[src/hw/rtl/ffba_pkg.sv]
`default_nettype none

package ffba_pkg;

   // defaults for the top level parameters
   localparam int unsigned MAX_BLOCKS_DEF   = 64;
   localparam int unsigned HEADER_BYTES_DEF = 40;
   localparam int unsigned CANARY_BYTES_DEF = 4;

   // fixed field widths
   localparam int unsigned ADDR_W = 32;
   localparam int unsigned SIZE_W = 24;
   localparam int unsigned STAT_W = 2;
   localparam int unsigned LIVE_W = 7;

   // request commands
   typedef enum logic {
      CMD_ALLOC = 1'b0,
      CMD_FREE  = 1'b1
   } cmd_type;

   // response status codes
   typedef enum logic [STAT_W-1:0] {
      STAT_OK          = 2'd0,
      STAT_NO_SPACE    = 2'd1,
      STAT_DOUBLE_FREE = 2'd2,
      STAT_UNKNOWN_PTR = 2'd3
   } status_type;

   // register map
   typedef enum logic {
      REG_HEAP_BASE  = 1'b0,
      REG_HEAP_LIMIT = 1'b1
   } reg_type;

   // one block table entry
   typedef struct packed {
      logic [ADDR_W-1:0] start;
      logic [SIZE_W-1:0] size;
      logic              used;
   } entry_type;

   // request held while the table is scanned
   typedef struct packed {
      cmd_type           cmd;
      logic [SIZE_W-1:0] size;
      logic [ADDR_W-1:0] addr;
   } query_type;

   // user data address of a block, one bit wider so it never wraps
   function automatic logic [ADDR_W:0] user_of(input logic [ADDR_W-1:0] start,
                                               input logic [ADDR_W:0]   ofs);
      return {1'b0, start} + ofs;
   endfunction

endpackage

`default_nettype wire

[src/hw/rtl/ffba_ram.sv]
`default_nettype none

module ffba_ram #(
   parameter int unsigned WIDTH = 8,
   parameter int unsigned DEPTH = 64
) (
   input  wire logic                     clock,
   input  wire logic                     we,
   input  wire logic [$clog2(DEPTH)-1:0] waddr,
   input  wire logic [WIDTH-1:0]         wdata,
   input  wire logic                     re,
   input  wire logic [$clog2(DEPTH)-1:0] raddr,
   output logic      [WIDTH-1:0]         rdata
);

   logic [WIDTH-1:0] mem_ff [DEPTH];

   // one write port, one registered read port
   always_ff @(posedge clock) begin
      if (we) begin
         mem_ff[waddr] <= wdata;
      end
      if (re) begin
         rdata <= mem_ff[raddr];
      end
   end

endmodule

`default_nettype wire

[src/hw/rtl/ffba_match.sv]
`default_nettype none

module ffba_match #(
   parameter int unsigned HEADER_BYTES = 40,
   parameter int unsigned CANARY_BYTES = 4
) (
   input  wire ffba_pkg::query_type query,
   input  wire ffba_pkg::entry_type entry,
   output logic                     hit
);

   import ffba_pkg::*;

   localparam logic [ADDR_W:0] USER_OFS = (ADDR_W+1)'(HEADER_BYTES + CANARY_BYTES);

   // alloc wants a free entry that is big enough, free wants the matching address
   always_comb begin
      unique case (query.cmd)
         CMD_ALLOC: hit = !entry.used && (query.size <= entry.size);
         CMD_FREE:  hit = (user_of(entry.start, USER_OFS) == {1'b0, query.addr});
         default:   hit = 1'b0;
      endcase
   end

endmodule

`default_nettype wire

[src/hw/rtl/first_fit_block_allocator.sv]
`default_nettype none

// channel   ports                                       handshake
// -------   -----------------------------------------   ------------------------------
// request   req_cmd, req_size, req_user_addr            taken when start && !busy
// response  rsp_status .. rsp_bytes_freed               valid for one cycle on rsp_valid
// csr       csr_index, csr_wdata                        written when csr_valid && csr_ready
//
// a request scans the block table one entry per cycle through the single read port of
// the table memory, until an entry matches or the table is exhausted
// a null free answers in the cycle after it is taken without raising busy
// the response appears the cycle after the deciding scan cycle and cannot be stalled
// synchronous active-high reset clears control and counters; the table is not cleared

module first_fit_block_allocator #(
   parameter int unsigned MAX_BLOCKS   = ffba_pkg::MAX_BLOCKS_DEF,
   parameter int unsigned HEADER_BYTES = ffba_pkg::HEADER_BYTES_DEF,
   parameter int unsigned CANARY_BYTES = ffba_pkg::CANARY_BYTES_DEF
) (
   input  wire logic                          clock,
   input  wire logic                          reset,
   input  wire logic                          start,
   output logic                               busy,
   input  wire logic                          req_cmd,
   input  wire logic [ffba_pkg::SIZE_W-1:0]   req_size,
   input  wire logic [ffba_pkg::ADDR_W-1:0]   req_user_addr,
   output logic                               rsp_valid,
   output logic      [ffba_pkg::STAT_W-1:0]   rsp_status,
   output logic      [ffba_pkg::ADDR_W-1:0]   rsp_grant_addr,
   output logic                               rsp_reused,
   output logic      [ffba_pkg::LIVE_W-1:0]   rsp_live_blocks,
   output logic      [ffba_pkg::ADDR_W-1:0]   rsp_bytes_allocated,
   output logic      [ffba_pkg::ADDR_W-1:0]   rsp_bytes_freed,
   input  wire logic                          csr_valid,
   output logic                               csr_ready,
   input  wire logic                          csr_index,
   input  wire logic [ffba_pkg::ADDR_W-1:0]   csr_wdata
);

   import ffba_pkg::*;

   localparam int unsigned IDX_W = $clog2(MAX_BLOCKS);
   localparam int unsigned CNT_W = $clog2(MAX_BLOCKS + 1);
   localparam int unsigned LW    = (CNT_W > LIVE_W) ? CNT_W : LIVE_W;
   localparam logic [ADDR_W:0] USER_OFS = (ADDR_W+1)'(HEADER_BYTES + CANARY_BYTES);
   localparam logic [ADDR_W:0] BLK_OVH  = (ADDR_W+1)'(HEADER_BYTES + 2 * CANARY_BYTES);

   typedef enum logic [1:0] {
      ST_IDLE = 2'b01,
      ST_SCAN = 2'b10
   } state_type;

   state_type             state_ff, state_in;
   query_type             query_ff, query_in;
   logic [CNT_W-1:0]      issue_idx_ff, issue_idx_in;
   logic                  chk_vld_ff, chk_vld_in;
   logic [IDX_W-1:0]      chk_idx_ff, chk_idx_in;
   logic [CNT_W-1:0]      block_count_ff, block_count_in;
   logic [ADDR_W-1:0]     heap_top_ff, heap_top_in;
   logic [ADDR_W-1:0]     heap_limit_ff, heap_limit_in;
   logic [CNT_W-1:0]      active_ff, active_in;
   logic [ADDR_W-1:0]     alloc_total_ff, alloc_total_in;
   logic [ADDR_W-1:0]     freed_total_ff, freed_total_in;
   logic                  rsp_valid_ff, rsp_valid_in;
   logic [STAT_W-1:0]     rsp_status_ff, rsp_status_in;
   logic [ADDR_W-1:0]     rsp_grant_ff, rsp_grant_in;
   logic                  rsp_reused_ff, rsp_reused_in;

   logic                  ram_we;
   logic [IDX_W-1:0]      ram_waddr;
   entry_type             ram_wdata;
   logic                  ram_re;
   logic [IDX_W-1:0]      ram_raddr;
   entry_type             rd_entry;
   logic                  hit;

   logic [ADDR_W:0]       new_top;
   logic [ADDR_W:0]       alloc_sum;
   logic [ADDR_W:0]       freed_sum;
   logic [ADDR_W:0]       grant_full;
   logic [LW-1:0]         live_ext;

   // block table
   ffba_ram #(
      .WIDTH ($bits(entry_type)),
      .DEPTH (MAX_BLOCKS)
   ) u_table (
      .clock (clock),
      .we    (ram_we),
      .waddr (ram_waddr),
      .wdata (ram_wdata),
      .re    (ram_re),
      .raddr (ram_raddr),
      .rdata (rd_entry)
   );

   // shared entry compare
   ffba_match #(
      .HEADER_BYTES (HEADER_BYTES),
      .CANARY_BYTES (CANARY_BYTES)
   ) u_match (
      .query (query_ff),
      .entry (rd_entry),
      .hit   (hit)
   );

   // arithmetic on the held request
   assign new_top    = {1'b0, heap_top_ff} + BLK_OVH + (ADDR_W+1)'(query_ff.size);
   assign alloc_sum  = {1'b0, alloc_total_ff} + (ADDR_W+1)'(query_ff.size);
   assign freed_sum  = {1'b0, freed_total_ff} + (ADDR_W+1)'(rd_entry.size);
   assign grant_full = user_of((chk_vld_ff ? rd_entry.start : heap_top_ff), USER_OFS);

   // sequencer
   always_comb begin
      state_in       = state_ff;
      query_in       = query_ff;
      issue_idx_in   = issue_idx_ff;
      chk_vld_in     = 1'b0;
      chk_idx_in     = chk_idx_ff;
      block_count_in = block_count_ff;
      heap_top_in    = heap_top_ff;
      heap_limit_in  = heap_limit_ff;
      active_in      = active_ff;
      alloc_total_in = alloc_total_ff;
      freed_total_in = freed_total_ff;
      rsp_valid_in   = 1'b0;
      rsp_status_in  = rsp_status_ff;
      rsp_grant_in   = rsp_grant_ff;
      rsp_reused_in  = rsp_reused_ff;
      ram_we         = 1'b0;
      ram_waddr      = chk_idx_ff;
      ram_wdata      = rd_entry;
      ram_re         = 1'b0;
      ram_raddr      = issue_idx_ff[IDX_W-1:0];

      // register writes
      if (csr_valid && csr_ready) begin
         unique case (csr_index)
            REG_HEAP_BASE: begin
               if (block_count_ff == '0) begin
                  heap_top_in = csr_wdata;
               end
            end
            REG_HEAP_LIMIT: heap_limit_in = csr_wdata;
            default: ;
         endcase
      end

      unique case (state_ff)
         ST_IDLE: begin
            if (start) begin
               query_in.cmd  = cmd_type'(req_cmd);
               query_in.size = req_size;
               query_in.addr = req_user_addr;
               if (req_cmd == CMD_FREE && req_user_addr == '0) begin
                  // null free is answered at once
                  rsp_valid_in  = 1'b1;
                  rsp_status_in = STAT_OK;
                  rsp_grant_in  = '0;
                  rsp_reused_in = 1'b0;
               end else begin
                  state_in = ST_SCAN;
                  if (block_count_ff != '0) begin
                     ram_re       = 1'b1;
                     ram_raddr    = '0;
                     chk_vld_in   = 1'b1;
                     chk_idx_in   = '0;
                     issue_idx_in = CNT_W'(1);
                  end
               end
            end
         end

         ST_SCAN: begin
            // keep one read in flight per cycle
            if (issue_idx_ff < block_count_ff) begin
               ram_re       = 1'b1;
               ram_raddr    = issue_idx_ff[IDX_W-1:0];
               chk_vld_in   = 1'b1;
               chk_idx_in   = issue_idx_ff[IDX_W-1:0];
               issue_idx_in = issue_idx_ff + CNT_W'(1);
            end

            if (chk_vld_ff && hit) begin
               // entry found
               state_in      = ST_IDLE;
               chk_vld_in    = 1'b0;
               rsp_valid_in  = 1'b1;
               rsp_status_in = STAT_OK;
               rsp_grant_in  = '0;
               rsp_reused_in = 1'b0;
               if (query_ff.cmd == CMD_ALLOC) begin
                  ram_we         = 1'b1;
                  ram_waddr      = chk_idx_ff;
                  ram_wdata      = '{start: rd_entry.start, size: query_ff.size, used: 1'b1};
                  active_in      = active_ff + CNT_W'(1);
                  rsp_grant_in   = grant_full[ADDR_W-1:0];
                  rsp_reused_in  = 1'b1;
               end else if (rd_entry.used) begin
                  ram_we         = 1'b1;
                  ram_waddr      = chk_idx_ff;
                  ram_wdata      = '{start: rd_entry.start, size: rd_entry.size, used: 1'b0};
                  freed_total_in = freed_sum[ADDR_W] ? '1 : freed_sum[ADDR_W-1:0];
                  if (active_ff != '0) begin
                     active_in = active_ff - CNT_W'(1);
                  end
               end else begin
                  rsp_status_in = STAT_DOUBLE_FREE;
               end
            end else if (!chk_vld_ff) begin
               // table exhausted without a match
               state_in      = ST_IDLE;
               rsp_valid_in  = 1'b1;
               rsp_grant_in  = '0;
               rsp_reused_in = 1'b0;
               if (query_ff.cmd == CMD_ALLOC) begin
                  if (block_count_ff == CNT_W'(MAX_BLOCKS) ||
                      new_top > {1'b0, heap_limit_ff}) begin
                     rsp_status_in = STAT_NO_SPACE;
                  end else begin
                     // append a fresh block at the heap top
                     rsp_status_in  = STAT_OK;
                     ram_we         = 1'b1;
                     ram_waddr      = block_count_ff[IDX_W-1:0];
                     ram_wdata      = '{start: heap_top_ff, size: query_ff.size, used: 1'b1};
                     block_count_in = block_count_ff + CNT_W'(1);
                     heap_top_in    = new_top[ADDR_W-1:0];
                     alloc_total_in = alloc_sum[ADDR_W] ? '1 : alloc_sum[ADDR_W-1:0];
                     active_in      = active_ff + CNT_W'(1);
                     rsp_grant_in   = grant_full[ADDR_W-1:0];
                  end
               end else begin
                  rsp_status_in = STAT_UNKNOWN_PTR;
               end
            end
         end

         default: state_in = ST_IDLE;
      endcase
   end

   // control and counters
   always_ff @(posedge clock) begin
      if (reset) begin
         state_ff       <= ST_IDLE;
         chk_vld_ff     <= 1'b0;
         block_count_ff <= '0;
         heap_top_ff    <= '0;
         heap_limit_ff  <= '1;
         active_ff      <= '0;
         alloc_total_ff <= '0;
         freed_total_ff <= '0;
         rsp_valid_ff   <= 1'b0;
      end else begin
         state_ff       <= state_in;
         chk_vld_ff     <= chk_vld_in;
         block_count_ff <= block_count_in;
         heap_top_ff    <= heap_top_in;
         heap_limit_ff  <= heap_limit_in;
         active_ff      <= active_in;
         alloc_total_ff <= alloc_total_in;
         freed_total_ff <= freed_total_in;
         rsp_valid_ff   <= rsp_valid_in;
      end
   end

   // payload
   always_ff @(posedge clock) begin
      query_ff      <= query_in;
      issue_idx_ff  <= issue_idx_in;
      chk_idx_ff    <= chk_idx_in;
      rsp_status_ff <= rsp_status_in;
      rsp_grant_ff  <= rsp_grant_in;
      rsp_reused_ff <= rsp_reused_in;
   end

   // outputs
   always_comb begin
      live_ext        = LW'(active_ff);
      rsp_live_blocks = (live_ext > LW'({LIVE_W{1'b1}})) ? '1 : live_ext[LIVE_W-1:0];
   end

   assign busy                = (state_ff != ST_IDLE);
   assign csr_ready           = !busy;
   assign rsp_valid           = rsp_valid_ff;
   assign rsp_status          = rsp_status_ff;
   assign rsp_grant_addr      = rsp_grant_ff;
   assign rsp_reused          = rsp_reused_ff;
   assign rsp_bytes_allocated = alloc_total_ff;
   assign rsp_bytes_freed     = freed_total_ff;

   // checks
   a_taken_request_progresses: assert property (@(posedge clock) disable iff (reset)
      (start && !busy) |=> (busy || rsp_valid))
      else $error("request taken but neither scanning nor answered");

   a_scan_end_answers: assert property (@(posedge clock) disable iff (reset)
      (state_ff == ST_SCAN && !chk_vld_ff) |=> (rsp_valid && !busy))
      else $error("exhausted scan did not answer");

   a_active_within_table: assert property (@(posedge clock) disable iff (reset)
      active_ff <= block_count_ff)
      else $error("more live blocks than table entries");

   a_table_bound: assert property (@(posedge clock) disable iff (reset)
      block_count_ff <= CNT_W'(MAX_BLOCKS))
      else $error("block count beyond table size");

endmodule

`default_nettype wire

[config.mk]
export PLATFORM = sky130hd
export DESIGN_NAME = first_fit_block_allocator
export DESIGN_NICKNAME = d
export VERILOG_FILES = /design/src/hw/rtl/ffba_pkg.sv /design/src/hw/rtl/ffba_ram.sv /design/src/hw/rtl/ffba_match.sv /design/src/hw/rtl/first_fit_block_allocator.sv
export SDC_FILE = /design/constraint.sdc
export NUM_CORES = 2
export LEC_CHECK = 0
export BUFFER_PORTS_ARGS = -buffer_cell sky130_fd_sc_hd__buf_2
export CAP_MARGIN = 15
export CORE_MARGIN = 5
export CORE_UTILIZATION = 36
export DETAILED_ROUTE_END_ITERATION = 12
export SYNTH_ARGS = -nofsm -noshare
export SYNTH_HDL_FRONTEND = slang
export SYNTH_SLANG_ARGS = --single-unit
export TNS_END_PERCENT = 30
[constraint.sdc]
create_clock -name clock -period 8.8 [get_ports clock]
set_input_delay 0.88 -clock clock [delete_from_list [all_inputs] [get_ports clock]]
set_output_delay 0.88 -clock clock [all_outputs]
set_load 0.005 [all_outputs]
---- After elaboration in Yosys (flattened, before gate mapping) ----
Memory sizes are Yosys's and may differ from the RTL's. A register that Yosys moved wholly into a read port is not among the register bits.
Index checks and enable logic that the tools add are counted.
storage, ports and cells
  bits in registers ....................... 251
  bits in writable memories ............... 3648
  input port bits ......................... 94
  output and inout bits ................... 109
  logic and storage cells ................. 166
  memories ................................ 1
memories
  memory          depth  width  rd ports  clocked after memory_dff  write ports  line            source
  u_table.mem_ff  64     57     1         1                         1            ffba_ram.sv:16  logic [WIDTH-1:0] mem_ff [DEPTH];
operators by class
  add/subtract/negate cells ............... 10
  $lt $le $gt $ge ......................... 4
  equality and inequality tests ........... 16
  muxes and demuxes ....................... 94
  bitwise logic cells ..................... 4
  reductions and logical operators ........ 20
operators by type and width
  cell                                                              number
  32-bit two-way mux                                                18
  57-bit two-way mux                                                5
  7-bit two-way mux                                                 12
  6-bit two-way mux                                                 13
  32-bit by 24-bit adder with 33-bit output                         2
  32-bit by 6-bit adder with 33-bit output (second input constant)  2
  32-bit case mux with 2 select lines                               1
  33-bit by 24-bit adder with 33-bit output                         1
  33-bit by 32-bit equality test with 1-bit output                  1
  33-bit by 32-bit greater-than comparator with 1-bit output        1
  32-bit by 6-bit adder with 32-bit output (second input constant)  1
  32-bit logical NOT                                                1
  25-bit two-way mux                                                1
  24-bit less-or-equal comparator                                   1
  1-bit two-way mux                                                 24
  2-bit two-way mux                                                 11
  7-bit by 1-bit adder with 7-bit output (second input constant)    3
  7-bit case mux with 2 select lines                                1
  7-bit nonzero test                                                2
  2-bit != test (second input constant)                             6
  6-bit case mux with 2 select lines                                1
  2-bit by 1-bit != test with 1-bit output (second input constant)  5
  1-bit case mux with 2 select lines                                5
  5-bit AND reduction                                               2
  18 further kinds                                                  28

---- Logic depth before layout (Yosys ltp) ----
  depth in word-level cells ............... 11
  depth in mapped cells ................... 29
  depth with buffers taken out ............ 25

---- By module ----
A second synthesis with hierarchy kept.
second synthesis, totals
  cell total of the unflattened synthesis .. 7994
  area total of the unflattened synthesis .. 158104.1 sq um
modules (own cells, without submodules)
  module                     times used  cells an instance  area each (sq um)  sequential area each (sq um)
  ffba_ram                   1           5844               139983.0           111256.7
  first_fit_block_allocator  1           1911               16395.7            6075.8
  ffba_match                 1           239                1725.4             0.0

---- Worst setup path before layout ----
OpenSTA, ideal clock, no wires.
  path type ............................... flip-flop to flip-flop
  start point ............................. reg query_ff[33] in the netlist's numbering
  end point ............................... mem u_table.mem_ff[0][29] in the netlist's numbering, data pin
  library setup time ...................... 0.702 ns
  arrival ................................. 8.238 ns
  required time ........................... 8.098 ns
  slack ................................... -0.140 ns
  cell stages (with the launch flop) ...... 29
  buffers on the path ..................... 5
  period minus slack after synthesis ...... 8.940 ns
  cell sequence ........................... edfxtp_1 -> ha_1 -> ha_1 -> inv_1 -> fa_1 -> nor2b_1 -> o21ai_0 -> a21oi_1 -> o21ai_0 -> a21oi_1 -> a211oi_1 -> o21ai_0 -> and3_1 -> clkbuf_1 -> nand2_1 -> xnor2_1 -> ha_1 -> nand4_1 -> or2_2 -> nor3_1 -> a21oi_1 -> a22oi_1 -> nand2_1 -> or4_1 -> clkbuf_1 -> buf_2 -> clkbuf_1 -> clkbuf_1 -> o21ai_0
RTL lines
  what                    line                              source
  from (decl)             first_fit_block_allocator.sv:54   query_type query_ff, query_in;
  from (signal assigned)  first_fit_block_allocator.sv:269  query_ff <= query_in;
  to (decl)               ffba_ram.sv:16

---- Final worst setup path ----
  start point ............................. reg query_ff[33] in the netlist's numbering
  end point ............................... mem u_table.mem_ff[5][45] in the netlist's numbering (enable)
between the ends
  word-level cells in the longest chain between the ends .. 10
  elaborated cells on any way between the ends .. 19
  those cells by class .................... 1 x add/sub; 2 x order compare; 13 x mux; 3 x reduce/logical
ends and longest elaborated chain
  what                                                        line                              source
  33-bit by 24-bit adder with 33-bit output                   first_fit_block_allocator.sv:108  assign new_top = {1'b0, heap_top_ff} + BLK_OVH + (ADDR_W+1)'(query_ff.size);
  33-bit by 32-bit greater-than comparator with 1-bit output  first_fit_block_allocator.sv:218  new_top > {1'b0, heap_limit_ff}) begin
  1-bit logical OR                                            first_fit_block_allocator.sv:217  if (block_count_ff == CNT_W'(MAX_BLOCKS) ||
  1-bit two-way mux                                           first_fit_block_allocator.sv:217
  1-bit two-way mux                                           first_fit_block_allocator.sv:216  if (query_ff.cmd == CMD_ALLOC) begin
  1-bit two-way mux                                           first_fit_block_allocator.sv:210  end else if (!chk_vld_ff) begin
  1-bit two-way mux                                           first_fit_block_allocator.sv:184  if (chk_vld_ff && hit) begin
  1-bit two-way mux                                           first_fit_block_allocator.sv:149  unique case (state_ff)
  1-bit two-way mux                                           ffba_ram.sv:20                    if (we) begin
  1-bit two-way mux (implied by the code)                     ffba_ram.sv:21                    mem_ff[waddr] <= wdata;
Parallel ways exist; a longest one is shown, timed or not.

==> reports/qor.txt <==
Post-Synthesis Cell Area = 0.165 mm²
Setup Slack @ Placement = 172 ps
Post-Route WL = 543000 µm
Total Power = 41.5 mW
FP Rows = 248
clock tree buffer depth = 4
synthesized net count = 13.0k
clk slew on worst S/H paths = 60 ps
htree depth = 5
crit path max fanout = 29
Max-slew headroom = 0.0232
via count = 112k
initial drt markers = 14.7k
antenna violations before repair = 35
CTS root buf = clkbuf_16
critical path startpoint category = register
clk_lat worst skew = 1020 ps
vias in the first global route = 103k
most common cell in the synthesized netlist = edfxtp_1
FF+latch count, synth = 3956
drt drc = 0
Yosys warning count = 0
drt pass-1 iters = 8
first-pass GRT wire length = 770000 µm
final setup fails = 0
largest stage delay on the critical path = 630 ps
Synth area leaders = edfxtp_1 (69%), nand2_1 (4.7%), nand3_1 (3.1%), nor2_1 (2.1%), a21oi_1 (1.8%)
area grow syn2layout = 14.9%
layout cells sized above 1 = 0.119
fillers = 41.6k
ys async rst share = 0
IO Count = 203
internal power = 31.2 mW
CTS Sinks = 3956
setup ws final = 484 ps
EDFF count, synth = 3810
Max-cap violations = 1
Syn Area/Cell = 12.9 µm²
Sw Ratio = 0.247
NetSw = 10.2 mW
clock power share = 0.415
status = finished with violations
Buffers on Ports = 202
core box area = 0.456 mm²
die area = 0.471 mm²
Yosys top cell by area = edfxtp_1
gr usage total = 0.221
final max-slew violation count = 0
largest net degree at the start of global routing = 157
Mapped Cells = 12.8k
worst slew pin tran = 1460 ps
synth cell count leaders = edfxtp_1 (3810), nand2_1 (2049), nand3_1 (1021)
total CTS buffers = 416
Hold Crit Class = in -> reg
CTS Hold Bufs = 0
WP data arrival = 8890 ps
top cell type's share of synthesized area = 0.695
fin crit share = 0.945
GPL Wtd Cong = 0.938
Netlist cell types = 88
Crit-path slowest cell = or4_4
Setup Crit Path Kind = reg -> reg
Achievable Freq = 0.120 GHz
Fin. Hold Viols = 0
remaining antenna violation count = 0
Final min period = 8320 ps
Setup crit end kind = register
Seq pwr share = 0.499
Power Density = 219 mW/mm²
Setup Skew = 103 ps
vias per cell = 5.79
RSZ-0062 raised after global routing = no
Synth Flop Type = edfxtp_1
HPWL after DPL = 330000 µm
Max IR drop VDD = 0.170 mV
Routed WL per cell = 28.1 µm
CTS tree = yes
post-synthesis sequential area ratio = 0.712
Nets = 13.2k
CP required = 9380 ps
Die Ht = 686 µm
remaining global-route overflow = 0
violated checks = capacitance limit
Die Width = 686 µm
Initial Util = 0.361
Leak = 63.6 nW
Combinational Power Share = 0.086
==> metal layers <==
layer | track usage | up-vias | wire [µm] | share of wire
met3 | 0.0503 | 892 | 61400 | 0.11
met2 | 0.334 | 6298 | 241000 | 0.44
met1 | 0.318 | 56132 | 224000 | 0.41
met5 | 0 | - | 56 | 0.00010
li1 | - | 48502 | - | -
met4 | 0.0645 | 8 | 16500 | 0.030
==> through the flow <==
stage	TNS, ps	instances	util	hold slack [ps]	area, µm²
floorplan	-17880	12765	-	447	165000
global placement	0	18535	0.385	470	176000
detailed placement	0	18536	0.385	473	176000
CTS	0	19303	0.415	45.6	189000
global route	0	19318	0.415	85.9	189000
finish	0	19330	0.415	117	189000
==> layout by cell type, fill, tap and decap left out, types with 104 or more instances in the layout <==
cell type,n
edfxtp_1,3810
nand2_1,2024
nand3_1,1018
nor2_1,858
a21oi_1,582
clkbuf_16,421
o21ai_0,419
buf_4,346
o211ai_1,268
a211oi_1,246
a31oi_1,236
buf_2,204
mux2i_1,182
inv_1,178
ha_1,168
or3_1,159
dfxtp_1,145
o22ai_1,139
o221ai_1,131
buf_12,113
clkinv_1,111
mux2_2,104
==> registers in the layout (all words and copies together) (netlist names), 6 cells and up <==
register             flops
u_table.mem_ff        3648
query_ff                57
u_table.rdata           57
heap_limit_ff           32
heap_top_ff             32
rsp_bytes_allocated     32
rsp_bytes_freed         32
rsp_grant_addr          32
active_ff                7
block_count_ff           7
issue_idx_ff             7
chk_idx_ff               6
==> timing repair <==
item,4_1_cts,5_1_grt
gates resized for setup,0,5
setup endpoints to repair,0,371
setup buffers,0,2
==> logic make-up (layout without fill, tap and decap cells) <==
kind of cell,Yosys count,in the layout,synth area share
xor gates and xnor gates,157,157,0.00835
and+or+nand+nor,4640,4644,0.123
DFF,3956,3956,0.712
other,0,13,0
muxes,292,292,0.0186
AOI/OAI and AO/OA,2479,2479,0.0988
adders and majority gates,171,171,0.0131
buffers and inverters,1070,1618,0.0254
==> power by group through the flow <==
stage,combinational (mW),sequential [mW],clock (mW)
global placement,3.48,21.1,0
CTS,3.50,20.7,17.4
global route,3.78,20.7,18.2
detailed placement,3.49,21.1,0
floorplan,1.88,21.0,0
finish,3.58,20.7,17.2
==> cell type report <==
cell class	instances	area [µm²]	area share
Timing Repair Buffer	670	5970	0.0316
Clock buffer	501	10800	0.0573
Multi-Input combinational cell	7743	44500	0.235
Clock inverter	266	2420	0.0128
Inverter	181	687	0.00363
Antenna cell	13	32.5	0.000172
Tap cell	6000	7510	0.0397
Sequential cell	3956	117000	0.620
==> final timing paths <==
check	from	endpoint	slack, ps	cells past startpoint
setup / recovery	query_ff[33]	u_table.mem_ff[5][45]	480	28
hold / removal	req_user_addr[2]	query_ff[2]	120	1
setup reg to reg	query_ff[33]	u_table.mem_ff[5][45]	480	28
hold reg to reg	heap_limit_ff[0]	heap_limit_ff[0]	480	2
==> worst max-delay path, delay by kind of cell (launching register included) <==
kind	cells	cell delay, ps
simple gates	10	2710
flops	1	400
xor+xnor	1	170
buf+inv	4	1180
fa+ha+maj	4	1310
compound gates	9	2070
(Power assumes the default switching activity.)
